--- config.mk ---
export PLATFORM = sky130hd
export DESIGN_NAME = baro_pressure_compensation_altitude_unit_flat
export DESIGN_NICKNAME = d
export VERILOG_FILES = /design/src/rtl/bcp_pkg.sv /design/src/rtl/bcp_stream_if.sv /design/src/rtl/baro_pressure_compensation_altitude_unit.sv /design/src/rtl/bcp_serial_mul.sv /design/src/rtl/bcp_cfg_regs.sv /design/src/flat_wrapper.sv
export SDC_FILE = /design/constraint.sdc
export NUM_CORES = 2
export LEC_CHECK = 0
export BUFFER_PORTS_ARGS = -buffer_cell sky130_fd_sc_hd__clkbuf_2
export CORE_ASPECT_RATIO = 1.1
export CORE_UTILIZATION = 30
export DETAILED_ROUTE_END_ITERATION = 7
export MAX_ROUTING_LAYER = met4
export PLACE_DENSITY = 0.41
export SETUP_SLACK_MARGIN = 0.15
export SLEW_MARGIN = 20
export SYNTH_ARGS = -nofsm -noshare
export SYNTH_HDL_FRONTEND = slang
export SYNTH_SLANG_ARGS = --single-unit
--- constraint.sdc ---
create_clock -name clk -period 11.8 [get_ports clk]
set_input_delay 1.77 -clock clk [delete_from_list [all_inputs] [get_ports clk]]
set_output_delay 1.77 -clock clk [all_outputs]
set_load 0.02 [all_outputs]
--- src/rtl/bcp_pkg.sv ---
// package with types, constants and register codes of the barometer unit
package bcp_pkg;

    // shared serial multiplier widths
    localparam int MUL_AW = 64;
    localparam int MUL_BW = 24;

    // register indexes of the configuration port
    localparam logic [2:0] REG_C1 = 3'd0;
    localparam logic [2:0] REG_C2 = 3'd1;
    localparam logic [2:0] REG_C3 = 3'd2;
    localparam logic [2:0] REG_C4 = 3'd3;
    localparam logic [2:0] REG_C5 = 3'd4;
    localparam logic [2:0] REG_C6 = 3'd5;

    // compensation constants
    localparam logic signed [19:0] TEMP_BASE  = 20'sd2000;
    localparam logic signed [19:0] TEMP_LOW   = -20'sd1500;
    localparam logic signed [17:0] P_REF      = 18'sd101000;
    localparam logic [23:0]        ALT_CUBE_K = 24'd2308;

    // output limits
    localparam logic signed [63:0] TEMP_MIN = -64'sd4000;
    localparam logic signed [63:0] TEMP_MAX = 64'sd8500;
    localparam logic signed [63:0] PRES_MIN = 64'sd1000;
    localparam logic signed [63:0] PRES_MAX = 64'sd120000;
    localparam logic signed [32:0] ALT_MIN  = -33'sd2000000;
    localparam logic signed [32:0] ALT_MAX  = 33'sd2000000;
    localparam logic signed [43:0] GND_MIN  = -44'sd2147483648;
    localparam logic signed [43:0] GND_MAX  = 44'sd2147483647;

    // calibration words
    typedef struct packed {
        logic [15:0] c1;
        logic [15:0] c2;
        logic [15:0] c3;
        logic [15:0] c4;
        logic [15:0] c5;
        logic [15:0] c6;
    } cfg_t;

    // sequencer states, one launch and one wait state per multiply
    typedef enum logic [4:0] {
        ST_IDLE,
        ST_TEMP_GO, ST_TEMP_WAIT,
        ST_OFF_GO,  ST_OFF_WAIT,
        ST_SENS_GO, ST_SENS_WAIT,
        ST_SQ_GO,   ST_SQ_WAIT,
        ST_CU_GO,   ST_CU_WAIT,
        ST_P_GO,    ST_P_WAIT,
        ST_D2_GO,   ST_D2_WAIT,
        ST_K_GO,    ST_K_WAIT,
        ST_D3_GO,   ST_D3_WAIT,
        ST_FINISH
    } state_t;

endpackage

--- src/rtl/bcp_stream_if.sv ---
// valid/ready channel interfaces for samples and results
interface bcp_in_if;
    logic        valid;
    logic        ready;
    logic [23:0] raw_pressure;
    logic [23:0] raw_temperature;

    modport source (output valid, output raw_pressure, output raw_temperature, input ready);
    modport sink (input valid, input raw_pressure, input raw_temperature, output ready);
endinterface

interface bcp_out_if;
    logic               valid;
    logic               ready;
    logic signed [14:0] temperature_centi;
    logic [16:0]        pressure_pa;
    logic signed [21:0] altitude_cm;
    logic               calibrating;

    modport source (output valid, output temperature_centi, output pressure_pa,
                    output altitude_cm, output calibrating, input ready);
    modport sink (input valid, input temperature_centi, input pressure_pa,
                  input altitude_cm, input calibrating, output ready);
endinterface

--- src/rtl/baro_pressure_compensation_altitude_unit.sv ---
// top level: barometer temperature, pressure and altitude compensation
//
//   channel     dir   protocol      transaction
//   sample_ch   in    valid/ready   raw_pressure, raw_temperature
//   result_ch   out   valid/ready   temperature_centi, pressure_pa, altitude_cm, calibrating
//   apb         in    apb write/rd  six 16-bit calibration words at 4*i
//
// one sample is processed at a time; all multiplies of the sequencer go through
// one shared shift-add multiplier that retires one multiplier bit per cycle and
// stops at the top set bit, with a launch and a wait state per multiply. reset
// clears the sample count, the ground offset and the calibration words. a new
// sample is taken while the last result still waits; a stalled result holds
// the sequencer in its last state.
module baro_pressure_compensation_altitude_unit import bcp_pkg::*;
#(
    parameter int CAL_SAMPLES  = 200,
    parameter int COPY_SAMPLES = 50
)
(
    input  logic        clk,
    input  logic        rst_n,
    bcp_in_if.sink      sample_ch,
    bcp_out_if.source   result_ch,
    input  logic        psel,
    input  logic        penable,
    input  logic        pwrite,
    input  logic [4:0]  paddr,
    input  logic [31:0] pwdata,
    output logic [31:0] prdata,
    output logic        pready
);

    localparam logic [7:0] CAL_N  = 8'(CAL_SAMPLES);
    localparam logic [7:0] COPY_N = 8'(COPY_SAMPLES);

    cfg_t   cfg;
    state_t state_reg, state_next;

    // multiplier hookup
    logic                     mul_start;
    logic signed [MUL_AW-1:0] mul_a;
    logic [MUL_BW-1:0]        mul_b;
    logic                     mul_busy;
    logic signed [MUL_AW-1:0] mul_prod;

    // datapath registers
    logic [23:0]        d1_reg;
    logic signed [24:0] dt_reg;
    logic signed [19:0] temp_reg;
    logic signed [39:0] off_reg;
    logic signed [39:0] sens_reg;
    logic [39:0]        off2_reg;
    logic [39:0]        sens2_reg;
    logic signed [14:0] tsat_reg;
    logic [16:0]        psat_reg;
    logic signed [17:0] d_reg;
    logic signed [63:0] sq_reg;
    logic signed [31:0] alt_reg;

    // control registers
    logic [7:0]         cnt_reg;
    logic signed [31:0] gnd_reg;
    logic               out_valid_reg;

    // result register
    logic signed [14:0] out_temp_reg;
    logic [16:0]        out_pres_reg;
    logic signed [21:0] out_alt_reg;
    logic               out_cal_reg;

    logic accept, fin_load;

    bcp_cfg_regs u_cfg (
        .clk     (clk),
        .rst_n   (rst_n),
        .psel    (psel),
        .penable (penable),
        .pwrite  (pwrite),
        .paddr   (paddr),
        .pwdata  (pwdata),
        .prdata  (prdata),
        .pready  (pready),
        .cfg     (cfg)
    );

    bcp_serial_mul u_mul (
        .clk   (clk),
        .rst_n (rst_n),
        .start (mul_start),
        .a     (mul_a),
        .b     (mul_b),
        .busy  (mul_busy),
        .prod  (mul_prod)
    );

    assign accept   = sample_ch.valid && sample_ch.ready;
    assign fin_load = (state_reg == ST_FINISH) && (!out_valid_reg || result_ch.ready);

    // combinational helpers
    logic signed [19:0] sq_base, cu_base;
    logic [16:0]        d_abs;
    logic               d_neg;
    logic signed [39:0] sens_adj, off_adj;
    logic [39:0]        five_s, seven_u, eleven_u;
    logic signed [63:0] p_diff, pres64, t64, cube;

    assign sq_base  = TEMP_BASE - temp_reg;
    assign cu_base  = TEMP_LOW - temp_reg;
    assign d_neg    = d_reg[17];
    assign d_abs    = d_neg ? 17'(-d_reg) : d_reg[16:0];
    assign sens_adj = sens_reg - $signed(sens2_reg);
    assign off_adj  = off_reg - $signed(off2_reg);
    assign five_s   = (mul_prod[39:0] << 2) + mul_prod[39:0];
    assign seven_u  = (mul_prod[39:0] << 3) - mul_prod[39:0];
    assign eleven_u = (mul_prod[39:0] << 3) + (mul_prod[39:0] << 1) + mul_prod[39:0];
    assign p_diff   = (mul_prod >>> 21) - 64'(off_adj);
    assign pres64   = p_diff >>> 15;
    assign t64      = 64'(temp_reg);
    assign cube     = d_neg ? -mul_prod : mul_prod;

    // next state
    always_comb
    begin
        state_next = state_reg;
        case (state_reg)
            ST_IDLE:      if (accept) state_next = ST_TEMP_GO;
            ST_TEMP_GO:   state_next = ST_TEMP_WAIT;
            ST_TEMP_WAIT: if (!mul_busy) state_next = ST_OFF_GO;
            ST_OFF_GO:    state_next = ST_OFF_WAIT;
            ST_OFF_WAIT:  if (!mul_busy) state_next = ST_SENS_GO;
            ST_SENS_GO:   state_next = ST_SENS_WAIT;
            ST_SENS_WAIT:
                if (!mul_busy)
                    state_next = (temp_reg < TEMP_BASE) ? ST_SQ_GO : ST_P_GO;
            ST_SQ_GO:     state_next = ST_SQ_WAIT;
            ST_SQ_WAIT:
                if (!mul_busy)
                    state_next = (temp_reg < TEMP_LOW) ? ST_CU_GO : ST_P_GO;
            ST_CU_GO:     state_next = ST_CU_WAIT;
            ST_CU_WAIT:   if (!mul_busy) state_next = ST_P_GO;
            ST_P_GO:      state_next = ST_P_WAIT;
            ST_P_WAIT:    if (!mul_busy) state_next = ST_D2_GO;
            ST_D2_GO:     state_next = ST_D2_WAIT;
            ST_D2_WAIT:   if (!mul_busy) state_next = ST_K_GO;
            ST_K_GO:      state_next = ST_K_WAIT;
            ST_K_WAIT:    if (!mul_busy) state_next = ST_D3_GO;
            ST_D3_GO:     state_next = ST_D3_WAIT;
            ST_D3_WAIT:   if (!mul_busy) state_next = ST_FINISH;
            ST_FINISH:    if (fin_load) state_next = ST_IDLE;
            default:      state_next = ST_IDLE;
        endcase
    end

    // multiplier launch and operand select
    always_comb
    begin
        mul_start = 1'b0;
        mul_a     = '0;
        mul_b     = '0;
        case (state_reg)
            ST_TEMP_GO:
            begin
                mul_start = 1'b1;
                mul_a     = 64'(dt_reg);
                mul_b     = {8'h00, cfg.c6};
            end
            ST_OFF_GO:
            begin
                mul_start = 1'b1;
                mul_a     = 64'(dt_reg);
                mul_b     = {8'h00, cfg.c4};
            end
            ST_SENS_GO:
            begin
                mul_start = 1'b1;
                mul_a     = 64'(dt_reg);
                mul_b     = {8'h00, cfg.c3};
            end
            ST_SQ_GO:
            begin
                mul_start = 1'b1;
                mul_a     = 64'(sq_base);
                mul_b     = {4'h0, sq_base[19:0]};
            end
            ST_CU_GO:
            begin
                mul_start = 1'b1;
                mul_a     = 64'(cu_base);
                mul_b     = {4'h0, cu_base[19:0]};
            end
            ST_P_GO:
            begin
                mul_start = 1'b1;
                mul_a     = 64'(sens_adj);
                mul_b     = d1_reg;
            end
            ST_D2_GO:
            begin
                mul_start = 1'b1;
                mul_a     = 64'({1'b0, d_abs});
                mul_b     = {7'h00, d_abs};
            end
            ST_K_GO:
            begin
                mul_start = 1'b1;
                mul_a     = sq_reg;
                mul_b     = ALT_CUBE_K;
            end
            ST_D3_GO:
            begin
                mul_start = 1'b1;
                mul_a     = sq_reg;
                mul_b     = {7'h00, d_abs};
            end
            default:
            begin
                mul_start = 1'b0;
            end
        endcase
    end

    // calibration and relative altitude
    logic               cal;
    logic [7:0]         cnt_inc;
    logic signed [32:0] alt_diff;
    logic signed [42:0] gain_prod;
    logic signed [43:0] gnd_sum;
    logic signed [31:0] gnd_upd;
    logic signed [21:0] rel;

    assign cal       = cnt_reg < CAL_N;
    assign cnt_inc   = cnt_reg + 8'd1;
    assign alt_diff  = 33'(alt_reg) - 33'(gnd_reg);
    assign gain_prod = (43'(alt_diff) <<< 8) + (43'(alt_diff) <<< 7)
                     + (43'(alt_diff) <<< 4) + (43'(alt_diff) <<< 1);
    assign gnd_sum   = 44'(gnd_reg) + 44'(gain_prod >>> 8);
    assign gnd_upd   = (gnd_sum < GND_MIN) ? GND_MIN[31:0] :
                       (gnd_sum > GND_MAX) ? GND_MAX[31:0] : gnd_sum[31:0];
    assign rel       = (alt_diff < ALT_MIN) ? ALT_MIN[21:0] :
                       (alt_diff > ALT_MAX) ? ALT_MAX[21:0] : alt_diff[21:0];

    // datapath
    always_ff @(posedge clk)
    begin
        case (state_reg)
            ST_IDLE:
                if (accept)
                begin
                    d1_reg    <= sample_ch.raw_pressure;
                    dt_reg    <= $signed({1'b0, sample_ch.raw_temperature})
                               - $signed({1'b0, cfg.c5, 8'h00});
                    off2_reg  <= '0;
                    sens2_reg <= '0;
                end
            ST_TEMP_WAIT:
                if (!mul_busy)
                    temp_reg <= TEMP_BASE + 20'(mul_prod >>> 23);
            ST_OFF_WAIT:
                if (!mul_busy)
                    off_reg <= $signed({8'h00, cfg.c2, 16'h0000}) + 40'(mul_prod >>> 7);
            ST_SENS_WAIT:
                if (!mul_busy)
                    sens_reg <= $signed({9'h000, cfg.c1, 15'h0000}) + 40'(mul_prod >>> 8);
            ST_SQ_WAIT:
                if (!mul_busy)
                begin
                    off2_reg  <= five_s >> 1;
                    sens2_reg <= five_s >> 2;
                end
            ST_CU_WAIT:
                if (!mul_busy)
                begin
                    off2_reg  <= off2_reg + seven_u;
                    sens2_reg <= sens2_reg + (eleven_u >> 1);
                end
            ST_P_WAIT:
                if (!mul_busy)
                begin
                    tsat_reg <= (t64 < TEMP_MIN) ? TEMP_MIN[14:0] :
                                (t64 > TEMP_MAX) ? TEMP_MAX[14:0] : temp_reg[14:0];
                    if (pres64 < PRES_MIN)
                    begin
                        psat_reg <= PRES_MIN[16:0];
                        d_reg    <= P_REF - 18'(PRES_MIN);
                    end
                    else if (pres64 > PRES_MAX)
                    begin
                        psat_reg <= PRES_MAX[16:0];
                        d_reg    <= P_REF - 18'(PRES_MAX);
                    end
                    else
                    begin
                        psat_reg <= pres64[16:0];
                        d_reg    <= P_REF - $signed({1'b0, pres64[16:0]});
                    end
                end
            ST_D2_WAIT, ST_K_WAIT:
                if (!mul_busy)
                    sq_reg <= mul_prod;
            ST_D3_WAIT:
                if (!mul_busy)
                    alt_reg <= (32'(d_reg) <<< 3) + 32'(d_reg) + 32'(cube >>> 48);
            default:
            begin
            end
        endcase
    end

    // result payload
    always_ff @(posedge clk)
    begin
        if (fin_load)
        begin
            out_temp_reg <= tsat_reg;
            out_pres_reg <= psat_reg;
            out_alt_reg  <= cal ? 22'sd0 : rel;
            out_cal_reg  <= cal;
        end
    end

    // control state
    always_ff @(posedge clk or negedge rst_n)
    begin
        if (!rst_n)
        begin
            state_reg     <= ST_IDLE;
            cnt_reg       <= '0;
            gnd_reg       <= '0;
            out_valid_reg <= 1'b0;
        end
        else
        begin
            state_reg <= state_next;
            if (fin_load)
                out_valid_reg <= 1'b1;
            else if (result_ch.ready)
                out_valid_reg <= 1'b0;
            if (fin_load && cal)
            begin
                cnt_reg <= cnt_inc;
                gnd_reg <= (cnt_inc < COPY_N) ? alt_reg : gnd_upd;
            end
        end
    end

    assign sample_ch.ready          = (state_reg == ST_IDLE);
    assign result_ch.valid          = out_valid_reg;
    assign result_ch.temperature_centi = out_temp_reg;
    assign result_ch.pressure_pa    = out_pres_reg;
    assign result_ch.altitude_cm    = out_alt_reg;
    assign result_ch.calibrating    = out_cal_reg;

endmodule

--- src/rtl/bcp_serial_mul.sv ---
// bit-serial shift-add multiplier, one multiplier bit per cycle
module bcp_serial_mul import bcp_pkg::*;
(
    input  logic                     clk,
    input  logic                     rst_n,
    input  logic                     start,
    input  logic signed [MUL_AW-1:0] a,
    input  logic [MUL_BW-1:0]        b,
    output logic                     busy,
    output logic signed [MUL_AW-1:0] prod
);

    logic                     busy_reg, busy_next;
    logic signed [MUL_AW-1:0] a_reg, a_next;
    logic [MUL_BW-1:0]        b_reg, b_next;
    logic signed [MUL_AW-1:0] acc_reg, acc_next;

    // load operands or retire the lowest multiplier bit
    always_comb
    begin
        busy_next = busy_reg;
        a_next    = a_reg;
        b_next    = b_reg;
        acc_next  = acc_reg;
        if (start)
        begin
            busy_next = 1'b1;
            a_next    = a;
            b_next    = b;
            acc_next  = '0;
        end
        else if (busy_reg)
        begin
            acc_next  = b_reg[0] ? acc_reg + a_reg : acc_reg;
            a_next    = a_reg <<< 1;
            b_next    = b_reg >> 1;
            busy_next = |b_reg[MUL_BW-1:1];
        end
    end

    // control
    always_ff @(posedge clk or negedge rst_n)
    begin
        if (!rst_n)
            busy_reg <= 1'b0;
        else
            busy_reg <= busy_next;
    end

    // operand and accumulator shift registers
    always_ff @(posedge clk)
    begin
        a_reg   <= a_next;
        b_reg   <= b_next;
        acc_reg <= acc_next;
    end

    assign busy = busy_reg;
    assign prod = acc_reg;

endmodule

--- src/rtl/bcp_cfg_regs.sv ---
// apb calibration word registers
module bcp_cfg_regs import bcp_pkg::*;
(
    input  logic        clk,
    input  logic        rst_n,
    input  logic        psel,
    input  logic        penable,
    input  logic        pwrite,
    input  logic [4:0]  paddr,
    input  logic [31:0] pwdata,
    output logic [31:0] prdata,
    output logic        pready,
    output cfg_t        cfg
);

    cfg_t       cfg_reg, cfg_next;
    logic [2:0] idx;

    assign idx = paddr[4:2];

    // write decode
    always_comb
    begin
        cfg_next = cfg_reg;
        if (psel && penable && pwrite && (paddr[1:0] == 2'b00))
        begin
            case (idx)
                REG_C1:  cfg_next.c1 = pwdata[15:0];
                REG_C2:  cfg_next.c2 = pwdata[15:0];
                REG_C3:  cfg_next.c3 = pwdata[15:0];
                REG_C4:  cfg_next.c4 = pwdata[15:0];
                REG_C5:  cfg_next.c5 = pwdata[15:0];
                REG_C6:  cfg_next.c6 = pwdata[15:0];
                default: cfg_next = cfg_reg;
            endcase
        end
    end

    // read mux
    always_comb
    begin
        case (idx)
            REG_C1:  prdata = {16'h0000, cfg_reg.c1};
            REG_C2:  prdata = {16'h0000, cfg_reg.c2};
            REG_C3:  prdata = {16'h0000, cfg_reg.c3};
            REG_C4:  prdata = {16'h0000, cfg_reg.c4};
            REG_C5:  prdata = {16'h0000, cfg_reg.c5};
            REG_C6:  prdata = {16'h0000, cfg_reg.c6};
            default: prdata = 32'h0000_0000;
        endcase
    end

    always_ff @(posedge clk or negedge rst_n)
    begin
        if (!rst_n)
            cfg_reg <= '0;
        else
            cfg_reg <= cfg_next;
    end

    assign pready = 1'b1;
    assign cfg    = cfg_reg;

endmodule

--- src/flat_wrapper.sv ---
// flat-port wrapper written by rule: the top's interface ports become plain ports
module baro_pressure_compensation_altitude_unit_flat import bcp_pkg::*;
#(
    parameter int CAL_SAMPLES  = 200,
    parameter int COPY_SAMPLES = 50
)
  (clk, rst_n, psel, penable, pwrite, paddr, pwdata, prdata, pready, sample_ch_valid, sample_ch_raw_pressure, sample_ch_raw_temperature, sample_ch_ready, result_ch_valid, result_ch_temperature_centi, result_ch_pressure_pa, result_ch_altitude_cm, result_ch_calibrating, result_ch_ready);
  bcp_in_if sample_ch_i ();
  bcp_out_if result_ch_i ();
  input  logic clk;
  input  logic rst_n;
  input  logic psel;
  input  logic penable;
  input  logic pwrite;
  input  logic [4:0] paddr;
  input  logic [31:0] pwdata;
  output logic [31:0] prdata;
  output logic pready;
  input wire logic [$bits(sample_ch_i.valid)-1:0] sample_ch_valid;
  input wire logic [$bits(sample_ch_i.raw_pressure)-1:0] sample_ch_raw_pressure;
  input wire logic [$bits(sample_ch_i.raw_temperature)-1:0] sample_ch_raw_temperature;
  output wire logic [$bits(sample_ch_i.ready)-1:0] sample_ch_ready;
  output wire logic [$bits(result_ch_i.valid)-1:0] result_ch_valid;
  output wire logic [$bits(result_ch_i.temperature_centi)-1:0] result_ch_temperature_centi;
  output wire logic [$bits(result_ch_i.pressure_pa)-1:0] result_ch_pressure_pa;
  output wire logic [$bits(result_ch_i.altitude_cm)-1:0] result_ch_altitude_cm;
  output wire logic [$bits(result_ch_i.calibrating)-1:0] result_ch_calibrating;
  input wire logic [$bits(result_ch_i.ready)-1:0] result_ch_ready;
  assign sample_ch_i.valid = sample_ch_valid;
  assign sample_ch_i.raw_pressure = sample_ch_raw_pressure;
  assign sample_ch_i.raw_temperature = sample_ch_raw_temperature;
  assign sample_ch_ready = sample_ch_i.ready;
  assign result_ch_valid = result_ch_i.valid;
  assign result_ch_temperature_centi = result_ch_i.temperature_centi;
  assign result_ch_pressure_pa = result_ch_i.pressure_pa;
  assign result_ch_altitude_cm = result_ch_i.altitude_cm;
  assign result_ch_calibrating = result_ch_i.calibrating;
  assign result_ch_i.ready = result_ch_ready;
  baro_pressure_compensation_altitude_unit #(.CAL_SAMPLES(CAL_SAMPLES), .COPY_SAMPLES(COPY_SAMPLES)) u_core (.clk(clk), .rst_n(rst_n), .sample_ch(sample_ch_i), .result_ch(result_ch_i), .psel(psel), .penable(penable), .pwrite(pwrite), .paddr(paddr), .pwdata(pwdata), .prdata(prdata), .pready(pready));
endmodule
## Word level (Yosys, flattened, before mapping)

Cells that the tools add are included.

- $add $sub $neg: 27
- Multipliers: 0
- Divide/modulo/power cells: 0
- Magnitude comparators: 12
- Equality and inequality tests: 35
- Shift operators: 0
- Multiplexer cells: 43
- Bitwise logic cells: 1
- Reductions and logical operators: 40

Operator list:

| cell | count |
|---|---|
| one-hot mux 64 bit (6 select lines) | 1 |
| one-hot mux 40 bit (3 select lines) | 2 |
| two-way mux 40 bit | 5 |
| two-way mux 64 bit | 3 |
| one-hot mux 24 bit (8 select lines) | 1 |
| adder 40 bit | 4 |
| subtractor 40 bit | 3 |
| one-hot mux 5 bit (20 select lines) | 1 |
| two-way mux 32 bit | 3 |
| one-hot mux 16 bit (6 select lines) | 1 |
| adder 64 bit | 1 |
| negation 64 bit | 1 |
| two-way mux 5 bit | 11 |
| two-way mux 24 bit | 2 |
| greater-than comparator 44 x 32 -> 1 bit (second input constant) | 1 |
| less-than comparator 44 x 32 -> 1 bit (second input constant) | 1 |
| two-way mux 22 bit | 2 |
| subtractor 43 x 40 -> 44 bit | 1 |
| adder 42 x 37 -> 43 bit | 1 |
| adder 43 x 34 -> 43 bit | 1 |
| adder 41 x 40 -> 42 bit | 1 |
| adder 32 x 40 -> 40 bit | 1 |
| adder 33 x 40 -> 40 bit | 1 |
| adder 40 x 39 -> 40 bit | 1 |
| 51 further kinds | 108 |

- Flip-flop bits (word level): 725
- Bits in latches: 0
- Memory bits (writable): 0
- ROM bits: 0
- Input bits: 92
- Output and inout port bits: 90
- Logic and storage cells: 193
- Memories kept: 0

## Logic depth before layout (Yosys ltp)

- Word-level depth: 9
- Gate-level depth with buffers: 44
- Gate-level depth less buffers: 43

## Modules after synthesis

A second synthesis with hierarchy kept.

- Cell total of the unflattened synthesis: 6470
- Area total of the unflattened synthesis: 60615.6 um^2

Modules (own cells, without submodules):

| module | times used | cells an instance | area each (um^2) | seq. area each (um^2) |
|---|---|---|---|---|
| baro_pressure_compensation_altitude_unit | 1 | 5113 | 46370.7 | 13763.2 |
| bcp_serial_mul | 1 | 1013 | 9623.0 | 3948.8 |
| bcp_cfg_regs | 1 | 344 | 4621.9 | 2402.3 |

## Worst setup path after synthesis

No wires, ideal clock.

- Path kind: register to register
- Start: reg u_core.alt_reg[0]
- End: reg u_core.gnd_reg[11]
- Library setup time: 0.087 ns
- Arrival: 8.582 ns
- Slack: 3.131 ns
- Cell stages (with the launch flop): 41
- Cell sequence: edfxtp_1 inv_1 ha_1 inv_1 fa_1 a211oi_1 o21bai_1 a21oi_1 o21ai_0 xor2_1 inv_1 xnor2_1 ha_1 a21oi_1 fa_1 inv_1 ha_1 a21o_1 [... 5 more ...] a221oi_1 o21ai_0 a21oi_1 o21ai_0 a41oi_1 o21bai_1 xor2_1 ha_1 nand2_1 or4_1 o31ai_1 xnor2_1 nand2b_1 o41ai_1 and2_1 clkbuf_1 o21ai_0 o211ai_1

- Longest elaborated chain between the ends: 9
- Elaborated cells on any way between the ends: 10

RTL lines:

| element | RTL line | text |
|---|---|---|
| start, declared | baro_pressure_compensation_altitude_unit.sv:58 | `logic signed [31:0] alt_reg;` |
| start signal, assigned | baro_pressure_compensation_altitude_unit.sv:302 | `alt_reg <= (32'(d_reg) <<< 3) + 32'(d_reg) + 32'(cube >>> 48);` |
| subtractor 32 x 32 -> 33 bit * | baro_pressure_compensation_altitude_unit.sv:233 | `assign alt_diff = 33'(alt_reg) - 33'(gnd_reg);` |
| adder 41 x 40 -> 42 bit | baro_pressure_compensation_altitude_unit.sv:234 | `assign gain_prod = (43'(alt_diff) <<< 8) + (43'(alt_diff) <<< 7)` |
| adder 42 x 37 -> 43 bit | baro_pressure_compensation_altitude_unit.sv:235 | `+ (43'(alt_diff) <<< 4) + (43'(alt_diff) <<< 1);` |
| adder 43 x 34 -> 43 bit * | baro_pressure_compensation_altitude_unit.sv:235 |  |
| adder 32 x 35 -> 36 bit * | baro_pressure_compensation_altitude_unit.sv:236 | `assign gnd_sum = 44'(gnd_reg) + 44'(gain_prod >>> 8);` |
| greater-than comparator 44 x 32 -> 1 bit | baro_pressure_compensation_altitude_unit.sv:238 | `(gnd_sum > GND_MAX) ? GND_MAX[31:0] : gnd_sum[31:0];` |
| two-way mux 32 bit | baro_pressure_compensation_altitude_unit.sv:238 |  |
| two-way mux 32 bit * | baro_pressure_compensation_altitude_unit.sv:237 | `assign gnd_upd = (gnd_sum < GND_MIN) ? GND_MIN[31:0] :` |
| two-way mux 32 bit * | baro_pressure_compensation_altitude_unit.sv:341 | `gnd_reg <= (cnt_inc < COPY_N) ? alt_reg : gnd_upd;` |
| end signal, assigned | baro_pressure_compensation_altitude_unit.sv:341 |  |
| end, declared | baro_pressure_compensation_altitude_unit.sv:62 | `logic signed [31:0] gnd_reg;` |

Every way passes the cells marked *; elsewhere a longest branch is shown, timed or not.
A chain may end at the register's enable or synchronous reset.

## Worst setup path in the final report

- Start: reg u_core.alt_reg[0]
- End: reg u_core.gnd_reg[25]

Same word-level chain as after synthesis.

==> results by group <==
Timing
  – Tcrit/Tclk final: 87.9%
  – Final-report setup violation count: 0
  – Final Hold Vio Count: 0
  – Slew Limit Fails: 0
  – Max Fclk: 96.4 MHz
  – Fin Setup TNS: 0 ns
  – Max-slew headroom: 25.7%
  – Clock skew: 0.0737 ns
  – RSZ-0062 raised after global routing: no
  – Min Clock Period, post-route: 10.37 ns
  – Worst slew pin tran: 1.11 ns

Critical path
  – Critical path endpoint category: flop
  – R2r setup slk: 1.43 ns
  – R2r endpoint: u_core.gnd_reg[25]
  – Worst reg2reg path startpoint: u_core.alt_reg[0]
  – Critical path data required time: 12.35 ns
  – R2R depth: 37
  – Setup CP Type: flop to flop
  – Slowest CP cell: xor2_1
  – Max stage delay on crit path: 0.57 ns
  – Startpoint types: flop
  – WP data arrival: 10.92 ns
  – Crit-path max FO: 23

CTS
  – Clock sink count: 715
  – Root Buffer: clkbuf_16
  – Hold buffers post-CTS: 0
  – Worst-Skew Late Latency: 0.78 ns
  – Total CTS buffers: 95
  – CTS Buffer Depth: 3
  – Cells resized by post-CTS repair: 0
  – H-Tree Depth: 3
  – Post-CTS Setup Inserts: 0
  – TritonCTS clock tree: done
  – Clock transition at path regs: 0.06 ns

Floorplan
  – Die width: 423 microns
  – Row count: 169
  – Initial Util: 30.3%
  – Die height: 465 microns
  – Io pins: 182
  – Die area: 197,000 sq um
  – Core Region: 193,000 sq um

Yosys
  – Flops & latches, synth: 715
  – Mapped Area: 58,500 sq um
  – Yosys top cell area share: 26.1%
  – Yosys top cell by area: edfxtp_1
  – Post-synth ARST share: 20.0%
  – Main flop type after synthesis: edfxtp_1
  – EDFF count, synth: 508
  – Part of the Yosys area used for sequential elements: 34.4%
  – Synth unique cells: 108
  – Synth area leaders: edfxtp_1 (26%), ha_1 (12%), dfrtp_1 (6.1%)
  – Post-synthesis instance total: 6,268
  – YS warnings: 0
  – Mean Syn Cell Area: 9.34 sq um

Place
  – DPL Wire Length: 165,000 microns
  – Gpl congestion: 0.907
  – IO Port Bufs: 148

Hold path
  – Worst Hold Depth: 0
  – Hold Crit Class: flop to flop
  – HP Start: u_core.tsat_reg[13]
  – Hold Crit Endpoint: u_core.result_ch.temperature_centi[13]

Routing
  – Avg Vias per Cell: 5.25
  – DRT Pass-1 Iters: 6
  – Drt first-iter violations: 3,305
  – Antenna-violating nets left: 0
  – WL per Instance: 23.6 microns
  – Via count: 47.7k
  – Final wirelength: 215,000 microns
  – Drt drc: 0

Global routing
  – Aggregate global-route resource usage: 22.0%
  – Initial antenna violation count: 4
  – Global-route wire length before repair: 316,000 microns
  – Largest net degree at the start of global routing: 98
  – GRT overflow: 0
  – Number of global-route vias before repair: 47.2k

Cells and area
  – Share of layout cells above drive strength 1: 9.41%
  – Nets: 7,240
  – Max reg flops: 96
  – Synthesis-to-layout area growth: 12.8%

Status
  – Status: finished clean

Job
  – Max cap viols: 0
## layout by cell type (no fill, tap or decap), types with 30 or more instances in the layout
| cell | synthesis | final |
|---|---|---|
| a211oi_1 | 39 | 38 |
| dfrtp_1 | 143 | 143 |
| nand2b_1 | 93 | 92 |
| and3_1 | 56 | 55 |
| nand4_1 | 55 | 55 |
| ha_1 | 565 | 565 |
| dfxtp_1 | 64 | 64 |
| xnor2_1 | 331 | 331 |
| edfxtp_1 | 508 | 508 |
| clkbuf_2 | 2 | 147 |
| a21boi_0 | 33 | 32 |
| xor2_1 | 180 | 180 |
| a22oi_1 | 93 | 93 |
| nand3_1 | 125 | 125 |
| or3_1 | 53 | 53 |
| and2_1 | 45 | 41 |
| inv_1 | 509 | 509 |
| o211ai_1 | 40 | 40 |
| mux2_2 | 98 | 98 |
| buf_4 | 17 | 111 |
| a21o_1 | 220 | 220 |
| o21ai_0 | 332 | 332 |
| o31ai_1 | 44 | 44 |
| nor3_1 | 95 | 90 |
| nor2b_1 | 68 | 68 |
| o21bai_1 | 70 | 70 |
| o21a_1 | 77 | 77 |
| fa_1 | 138 | 138 |
| nor2_1 | 454 | 451 |
| clkbuf_16 | 0 | 99 |
| nand2_1 | 464 | 461 |
| a31oi_1 | 54 | 54 |
| a221oi_1 | 49 | 49 |
| nor4_1 | 34 | 30 |
| a21oi_1 | 555 | 555 |
## worst max-delay path, delay by kind of cell, from the launching register on
kind	cells	cell delay, ns
AO/OA/AOI/OAI	19	4.67
adder cells (fa/ha/maj)	6	1.96
AND/OR/NAND/NOR	3	1.22
XOR/XNOR	4	1.14
buffers and inverters	5	0.74
flip-flops	1	0.42
## Yosys cell counts, drive strengths merged (34+ instances only)
cell type / number
a211oi: 42
a21boi: 34
a21o: 220
a21oi: 558
a221oi: 49
a22oi: 93
a31oi: 56
and2: 45
and3: 56
buf: 42
clkbuf: 152
dfrtp: 143
dfxtp: 64
edfxtp: 508
fa: 138
ha: 565
inv: 509
mux2: 98
nand2: 464
nand2b: 93
nand3: 125
nand4: 55
nor2: 461
nor2b: 68
nor3: 97
nor4: 35
o211ai: 42
o21a: 77
o21ai: 348
o21bai: 71
o31ai: 45
or3: 53
xnor2: 331
xor2: 182
## final cells by class
cell class,count,area [sq um]
diodes,3,7.51
clock buffers,125,2650
clock inverters,54,671
fillers,20100,127000
inverters,510,1910
multi-input cells,4864,35900
flip-flops and latches,715,20100
well taps,2565,3210
repair buffers,259,1580
## metrics by stage
step / setup slack [ns] / utilization, % / hold WS, ns / cells / cell area [sq um]
floorplan: 3.13 / - / 0.400 / 6283 / 58600
global placement: 1.39 / 32.4 / 0.406 / 8913 / 62700
detailed placement: 1.33 / 32.5 / 0.405 / 8913 / 62700
CTS: 1.26 / 34.2 / 0.408 / 9092 / 66000
global route: 0.289 / 34.2 / 0.429 / 9094 / 66000
finish: 1.43 / 34.2 / 0.408 / 9095 / 66000
## worst max path at each step
stage	from	endpoint	slack (ns)
4_1_cts	u_core.alt_reg[0]	u_core.gnd_reg[2]	1.26
5_1_grt	u_core.alt_reg[0]	u_core.gnd_reg[19]	0.29
3_5_place_dp	u_core.alt_reg[0]	u_core.gnd_reg[2]	1.33
2_1_floorplan	u_core.alt_reg[0]	u_core.gnd_reg[11]	3.13
3_3_place_gp	u_core.alt_reg[0]	u_core.gnd_reg[5]	1.39
6_report	u_core.alt_reg[0]	u_core.gnd_reg[25]	1.43
## kinds of logic (layout without fill, tap and decap cells)
kind of cell,count (synthesis),after routing,synth area share [%]
AOI/OAI and AO/OA,1858,1858,20.6
buffers and inverters,704,948,4.66
xor gates and xnor gates,513,513,7.70
DFF,715,715,34.4
muxes,111,111,2.11
adders and majority gates,710,710,16.9
and+or+nand+nor,1655,1655,13.6
other,2,20,0.0128
## per-layer routing
| metal | global-route usage [%] | part of all wire [%] | wire [microns] |
|---|---|---|---|
| met1 | 28.0 | 45 | 96400 |
| met2 | 36.5 | 48 | 103000 |
| met3 | 2.04 | 3.6 | 7780 |
| met4 | 7.62 | 3.5 | 7490 |
| met5 | - | 0 | 0 |
Power is left out: the tool's default activity adds up to more than one toggle a clock period on the data nets, which glitch-free logic cannot reach.
